$ cat config.mk
export PLATFORM = sky130hd
export DESIGN_NAME = jpp_alu
export DESIGN_NICKNAME = d
export VERILOG_FILES = /design/src/hw/rtl/assert_macros.svh /design/src/hw/rtl/jpp_pkg.sv /design/src/hw/rtl/jpp_alu.sv
export SDC_FILE = /design/constraint.sdc
export NUM_CORES = 1
export LEC_CHECK = 0
export BUFFER_PORTS_ARGS = -buffer_cell sky130_fd_sc_hd__buf_4
export CELL_PAD_IN_SITES_DETAIL_PLACEMENT = 0
export CELL_PAD_IN_SITES_GLOBAL_PLACEMENT = 1
export CORE_ASPECT_RATIO = 1.2
export CORE_UTILIZATION = 25
export CTS_CLUSTER_SIZE = 30
export DETAILED_ROUTE_END_ITERATION = 7
export PLACE_DENSITY_LB_ADDON = 0.2
export SLEW_MARGIN = 20
export SYNTH_ARGS = -nofsm -noshare
export SYNTH_HDL_FRONTEND = slang
export SYNTH_SLANG_ARGS = --single-unit
$ cat constraint.sdc
create_clock -name clk -period 8.1 [get_ports clk]
set_input_delay 1.215 -clock clk [delete_from_list [all_inputs] [get_ports clk]]
set_output_delay 1.215 -clock clk [all_outputs]
set_load 0.01 [all_outputs]
$ cat src/hw/rtl/assert_macros.svh
// Assertion helpers used by jacobi_pressure_projection.
`ifndef ASSERT_MACROS_SVH
`define ASSERT_MACROS_SVH

// Clocked assertion that is switched off while reset is asserted.
`define JPP_ASSERT(lbl, clk, rst_n, prop, msg) \
	lbl: assert property (@(posedge clk) disable iff (!rst_n) prop) else $error(msg);

// Clocked assertion that also holds while reset is asserted.
`define JPP_ASSERT_ALWAYS(lbl, clk, prop, msg) \
	lbl: assert property (@(posedge clk) prop) else $error(msg);

`endif

$ cat src/hw/rtl/jpp_pkg.sv
`timescale 1ns / 1ps
`default_nettype none
package jpp_pkg;

	localparam int GRID_W     = 128;
	localparam int GRID_H     = 128;
	localparam int CELL_COUNT = GRID_W * GRID_H;
	localparam int IDX_W      = $clog2(CELL_COUNT);
	localparam int XW         = $clog2(GRID_W);
	localparam int YW         = $clog2(GRID_H);
	localparam int ACC_W      = 36;
	localparam logic [7:0] ITER_RESET = 8'd20;

	// Item actions.
	localparam logic [1:0] ACT_WRITE = 2'd0;
	localparam logic [1:0] ACT_RUN   = 2'd1;
	localparam logic [1:0] ACT_READ  = 2'd2;

	// Run phases.
	localparam logic [2:0] PH_DIV  = 3'd0;
	localparam logic [2:0] PH_JAC  = 3'd1;
	localparam logic [2:0] PH_PEC  = 3'd2;
	localparam logic [2:0] PH_PER  = 3'd3;
	localparam logic [2:0] PH_PROJ = 3'd4;
	localparam logic [2:0] PH_VEC  = 3'd5;
	localparam logic [2:0] PH_VER  = 3'd6;

	// Logical stores seen by the sequencer.
	localparam logic [2:0] M_U   = 3'd0;
	localparam logic [2:0] M_V   = 3'd1;
	localparam logic [2:0] M_CUR = 3'd2;
	localparam logic [2:0] M_PRV = 3'd3;
	localparam logic [2:0] M_DIV = 3'd4;

	// Physical stores.
	localparam logic [2:0] R_U = 3'd0;
	localparam logic [2:0] R_V = 3'd1;
	localparam logic [2:0] R_A = 3'd2;
	localparam logic [2:0] R_B = 3'd3;
	localparam logic [2:0] R_D = 3'd4;

	// Neighbour offsets.
	localparam logic [2:0] OF_0  = 3'd0;
	localparam logic [2:0] OF_P1 = 3'd1;
	localparam logic [2:0] OF_M1 = 3'd2;
	localparam logic [2:0] OF_PW = 3'd3;
	localparam logic [2:0] OF_MW = 3'd4;

	typedef struct packed {
		logic [1:0]         action;
		logic [13:0]        cell_index;
		logic signed [31:0] u_in;
		logic signed [31:0] v_in;
	} item_t;

	typedef struct packed {
		logic               result_kind;
		logic signed [31:0] u_out;
		logic signed [31:0] v_out;
	} res_t;

	typedef struct packed {
		logic [2:0] mem;
		logic [2:0] off;
		logic       neg;
	} term_t;

	typedef struct packed {
		logic [2:0] n;
		logic [2:0] dst;
		logic [1:0] sh;
	} plan_t;

	typedef struct packed {
		logic       clr;
		logic       acc_en;
		logic       neg;
		logic [1:0] sh;
	} alu_ctl_t;

	// Operand count, destination and final shift of one cell update.
	function automatic plan_t plan_f(input logic [2:0] ph, input logic sub);
		plan_t p;
		p = '{n: 3'd1, dst: M_CUR, sh: 2'd0};
		case (ph)
			PH_DIV:  p = '{n: 3'd4, dst: M_DIV, sh: 2'd1};
			PH_JAC:  p = '{n: 3'd5, dst: M_CUR, sh: 2'd2};
			PH_PEC:  p = '{n: 3'd1, dst: M_CUR, sh: 2'd0};
			PH_PER:  p = '{n: 3'd1, dst: M_CUR, sh: 2'd0};
			PH_PROJ: p = '{n: 3'd4, dst: sub ? M_V : M_U, sh: 2'd1};
			PH_VEC:  p = sub ? plan_t'{n: 3'd1, dst: M_V, sh: 2'd0}
			                 : plan_t'{n: 3'd0, dst: M_U, sh: 2'd0};
			PH_VER:  p = sub ? plan_t'{n: 3'd0, dst: M_V, sh: 2'd0}
			                 : plan_t'{n: 3'd1, dst: M_U, sh: 2'd0};
			default: p = '{n: 3'd1, dst: M_CUR, sh: 2'd0};
		endcase
		return p;
	endfunction

	// Operand k of one cell update; side is set for the left or top edge.
	function automatic term_t term_f(input logic [2:0] ph, input logic sub,
			input logic side, input logic [2:0] k);
		term_t t;
		logic [2:0] xc;
		logic [2:0] yc;
		t  = '{mem: M_U, off: OF_0, neg: 1'b0};
		xc = side ? OF_P1 : OF_M1;
		yc = side ? OF_PW : OF_MW;
		case (ph)
			PH_DIV: begin
				case (k)
					3'd0:    t = '{mem: M_U, off: OF_P1, neg: 1'b0};
					3'd1:    t = '{mem: M_U, off: OF_M1, neg: 1'b1};
					3'd2:    t = '{mem: M_V, off: OF_PW, neg: 1'b0};
					default: t = '{mem: M_V, off: OF_MW, neg: 1'b1};
				endcase
			end
			PH_JAC: begin
				case (k)
					3'd0:    t = '{mem: M_PRV, off: OF_M1, neg: 1'b0};
					3'd1:    t = '{mem: M_PRV, off: OF_P1, neg: 1'b0};
					3'd2:    t = '{mem: M_PRV, off: OF_MW, neg: 1'b0};
					3'd3:    t = '{mem: M_PRV, off: OF_PW, neg: 1'b0};
					default: t = '{mem: M_DIV, off: OF_0, neg: 1'b1};
				endcase
			end
			PH_PEC:  t = '{mem: M_CUR, off: xc, neg: 1'b0};
			PH_PER:  t = '{mem: M_CUR, off: yc, neg: 1'b0};
			PH_PROJ: begin
				case (k)
					3'd0, 3'd1: t = '{mem: sub ? M_V : M_U, off: OF_0, neg: 1'b0};
					3'd2:    t = '{mem: M_CUR, off: sub ? OF_PW : OF_P1, neg: 1'b1};
					default: t = '{mem: M_CUR, off: sub ? OF_MW : OF_M1, neg: 1'b0};
				endcase
			end
			PH_VEC:  t = '{mem: M_V, off: xc, neg: 1'b0};
			PH_VER:  t = '{mem: M_U, off: yc, neg: 1'b0};
			default: t = '{mem: M_U, off: OF_0, neg: 1'b0};
		endcase
		return t;
	endfunction

	// Map a logical store onto a physical store; current and previous pressure go to store a or b.
	function automatic logic [2:0] phys_f(input logic [2:0] m, input logic cur_b);
		logic [2:0] r;
		case (m)
			M_U:     r = R_U;
			M_V:     r = R_V;
			M_CUR:   r = cur_b ? R_B : R_A;
			M_PRV:   r = cur_b ? R_A : R_B;
			default: r = R_D;
		endcase
		return r;
	endfunction

endpackage
`default_nettype wire

$ cat src/hw/rtl/jpp_alu.sv
`timescale 1ns / 1ps
`default_nettype none
module jpp_alu (
	input  wire logic                clk,
	input  wire jpp_pkg::alu_ctl_t   ctl,
	input  wire logic signed [31:0]  din,
	output logic signed [31:0]       dout
);

	localparam logic signed [jpp_pkg::ACC_W-1:0] SMAX = jpp_pkg::ACC_W'(32'h7fffffff);
	localparam logic signed [jpp_pkg::ACC_W-1:0] SMIN = -SMAX - jpp_pkg::ACC_W'(1);

	logic signed [jpp_pkg::ACC_W-1:0] acc_q;
	logic signed [jpp_pkg::ACC_W-1:0] ext;
	logic signed [jpp_pkg::ACC_W-1:0] shifted;

	assign ext = jpp_pkg::ACC_W'(din);

	// Exact running sum of the operands of one cell.
	always_ff @(posedge clk) begin
		if (ctl.clr) begin
			acc_q <= '0;
		end else if (ctl.acc_en) begin
			acc_q <= ctl.neg ? acc_q - ext : acc_q + ext;
		end
	end

	// Floor halving or quartering as sh selects (or no shift), then saturation to 32 bits.
	always_comb begin
		shifted = acc_q >>> ctl.sh;
		if (shifted > SMAX) begin
			dout = 32'sh7fffffff;
		end else if (shifted < SMIN) begin
			dout = -32'sh7fffffff - 32'sd1;
		end else begin
			dout = shifted[31:0];
		end
	end

endmodule
`default_nettype wire

==> run metrics <==
status finished clean; unrepaired setup endpoints after global routing no; Sink Count 36; mapped cell area ~0.0049 sq mm; Req. time, crit path between 8 and 9 ns; Final Non-Filler Cells between 900 and 1k; Final nets about 770; Setup CP Type input pin to register; Final setup viols 0; slew margin rel. 29.9%; Antenna Nets Post-Route 0; actual slew at the worst max-slew pin approximately 1.1 ns; wire per inst 16.7 microns; Pins Over Slew Limit 0; Max VDD drop 0.0768 mV; period utilization a little under two thirds; HP Class register to register; Cell variety after synth just over 60; Via Count roughly 4.8k; most common cell after layout, fill and taps aside nor2_1; dpl cell area about 0.0056 sq mm; First DRT Iteration DRCs roughly 270; DRT Wirelength approximately 16,000 microns; Antenna Cells 0; Crit Path Max Fanout 9; EDFF count, synth 0; post-synth top area share 14.8%; most frequent cells in the layout nor2_1 (83), buf_4 (69), a21oi_1 (60), xnor2_1 (50), mux2i_1 (49); share of layout cells above drive strength 1 14.8%; Max Cap Viol 0; number of global-route vias before repair approximately 4.8k; area grow syn2layout 17.2%; hold_buf cts 0; Mean Syn Cell Area 7.37 sq um; Core ar. roughly 0.019 sq mm; Starting Density 25.7%; f_max 193 MHz; RePlAce Congestion 0.881; row count 55; PD cells approximately 260 mW/mm^2; Post-Syn Nets 734; CTS tree done; Yosys reg bits 36; root buffer cell clkbuf_16; total power around 1500 uW; htree depth 2; largest register by flop count acc_q; DR pass1 iterations 5; cell taking the most area after synthesis dfxtp_1; die area approximately 0.02 sq mm; critical path endpoint category register; Boundary Pins 70; Die Wd roughly 130 microns; Post-Route Skew ~0.011 ns; Die Ht about 150 microns; I/O Buffers between 60 and 70; DRC 0; Hold Vio Cnt, Final 0; post-CTS setup buffers 0; DR vias/cell between 5 and 6; setup TNS 0 ns; post-DP HPWL roughly 12,000 microns; synth top area cells dfxtp_1 (15%), mux2i_1 (10%), ha_1 (9.3%); Metal-1 WL 7360 microns; Tot GR Track Use 16.1%; cell count after placement between 900 and 1k; biggest regs acc_q (36); CTS Buf Count 5; asr flop ratio synth 0%; Final min period 5.17 ns; Reg clk slew, reported paths about 0.060 ns; Pleak 0.00268 uW; Core Util, Final a little under a third; Synth Flop Type dfxtp_1; Syn Inst Count 659; max reg flops 36; metal3 WL between 400 and 500 microns; Syn. warnings 0; Critical Path AT ~5.4 ns; CTS resizes 0; met2 routed WL 7850 microns; final instance area 0.00570 sq mm; total gr overflow 0; Critical Path Start Type input pin; CTS max path bufs 2; clock latency on the worst-skew pair between 0.2 and 0.3 ns; first-pass GRT wire length 25,100 microns; initial antenna violation count 0; register area share after synthesis between 10 and 15%; largest net degree at the start of global routing 46; DR top layer met4
-- metrics by stage --
| step | setup slack [ns] | hold WS (ns) |
|---|---|---|
| after floorplan | 3.29 | 0.468 |
| after global placement | 2.70 | 0.488 |
| after detailed placement | 2.60 | 0.504 |
| after CTS | 2.89 | 0.514 |
| after global routing | 2.61 | 0.542 |
| final | 2.93 | 0.513 |
-- report_power, final --
group / internal [uW] / switching, uW
Clock: 123 / 84.5
Combinational: 440 / 540
Sequential: 226 / 67.0
-- final timing paths --
check,startpoint,endpoint,slack [ns],depth (start not counted)
max,din[10],acc_q[35],2.93,18
min,acc_q[1],acc_q[1],0.51,2
max reg2reg,acc_q[4],acc_q[35],4.88,10
min reg2reg,acc_q[1],acc_q[1],0.51,2
-- metal layers --
metal,track usage (%),up-vias
li1,-,2456
met1,20.4,2255
met2,28.8,78
met3,1.69,11
met4,3.87,0
met5,0,-
-- critical path, cell delays in order --
cell and delay [ns]:
buf_4 0.12, or4_4 0.57, nor4_4 0.18, and2_1 0.23, nand2_1 0.07, nor2_1 0.29, a21oi_1 0.14, xnor2_1 0.15
ha_1 0.39, a21o_1 0.23, a31o_2 0.22, a21oi_1 0.19, o22ai_1 0.14, a31oi_1 0.21, o211ai_1 0.18, o31ai_2 0.25
mux2i_1 0.23, mux2_1 0.33
-- synthesized netlist by cell type, types with 3 or more instances --
library cell and instances:
a211o_1 3, a211oi_1 7, a21o_1 34, a21oi_1 60
a22oi_1 5, a31o_2 3, a31oi_1 14, and2_1 6
and3_1 7, buf_1 7, clkbuf_1 31, dfxtp_1 36
ha_1 36, inv_1 18, mux2_2 12, mux2i_1 49
nand2_1 46, nand2b_1 12, nand3_1 10, nand4_1 5
nor2_1 83, nor2b_1 5, nor3_1 12, nor3b_1 4
nor4_1 5, o211ai_1 3, o21a_1 7, o21ai_0 35
o22ai_1 5, o31ai_1 4, or2_2 3, xnor2_1 50
xor2_1 9
-- logic make-up after synthesis --
group           Yosys count  share of synthesized area, %
simple gates            209                          20.8
mux                      63                          13.6
xor+xnor                 59                          10.6
buf+inv                  57                          4.43
fa+ha+maj                37                          9.68
compound gates          198                          26.1
flops                    36                          14.8
-- area by class of cell --
| class | count | area [sq um] |
|---|---|---|
| clock buffers | 8 | 146 |
| well taps | 256 | 320 |
| flip-flops and latches | 36 | 721 |
| repair buffers | 69 | 518 |
| fillers | 2057 | 13200 |
| inverters | 18 | 67.6 |
| multi-input cells | 566 | 3920 |
(Power assumes the default switching activity.)
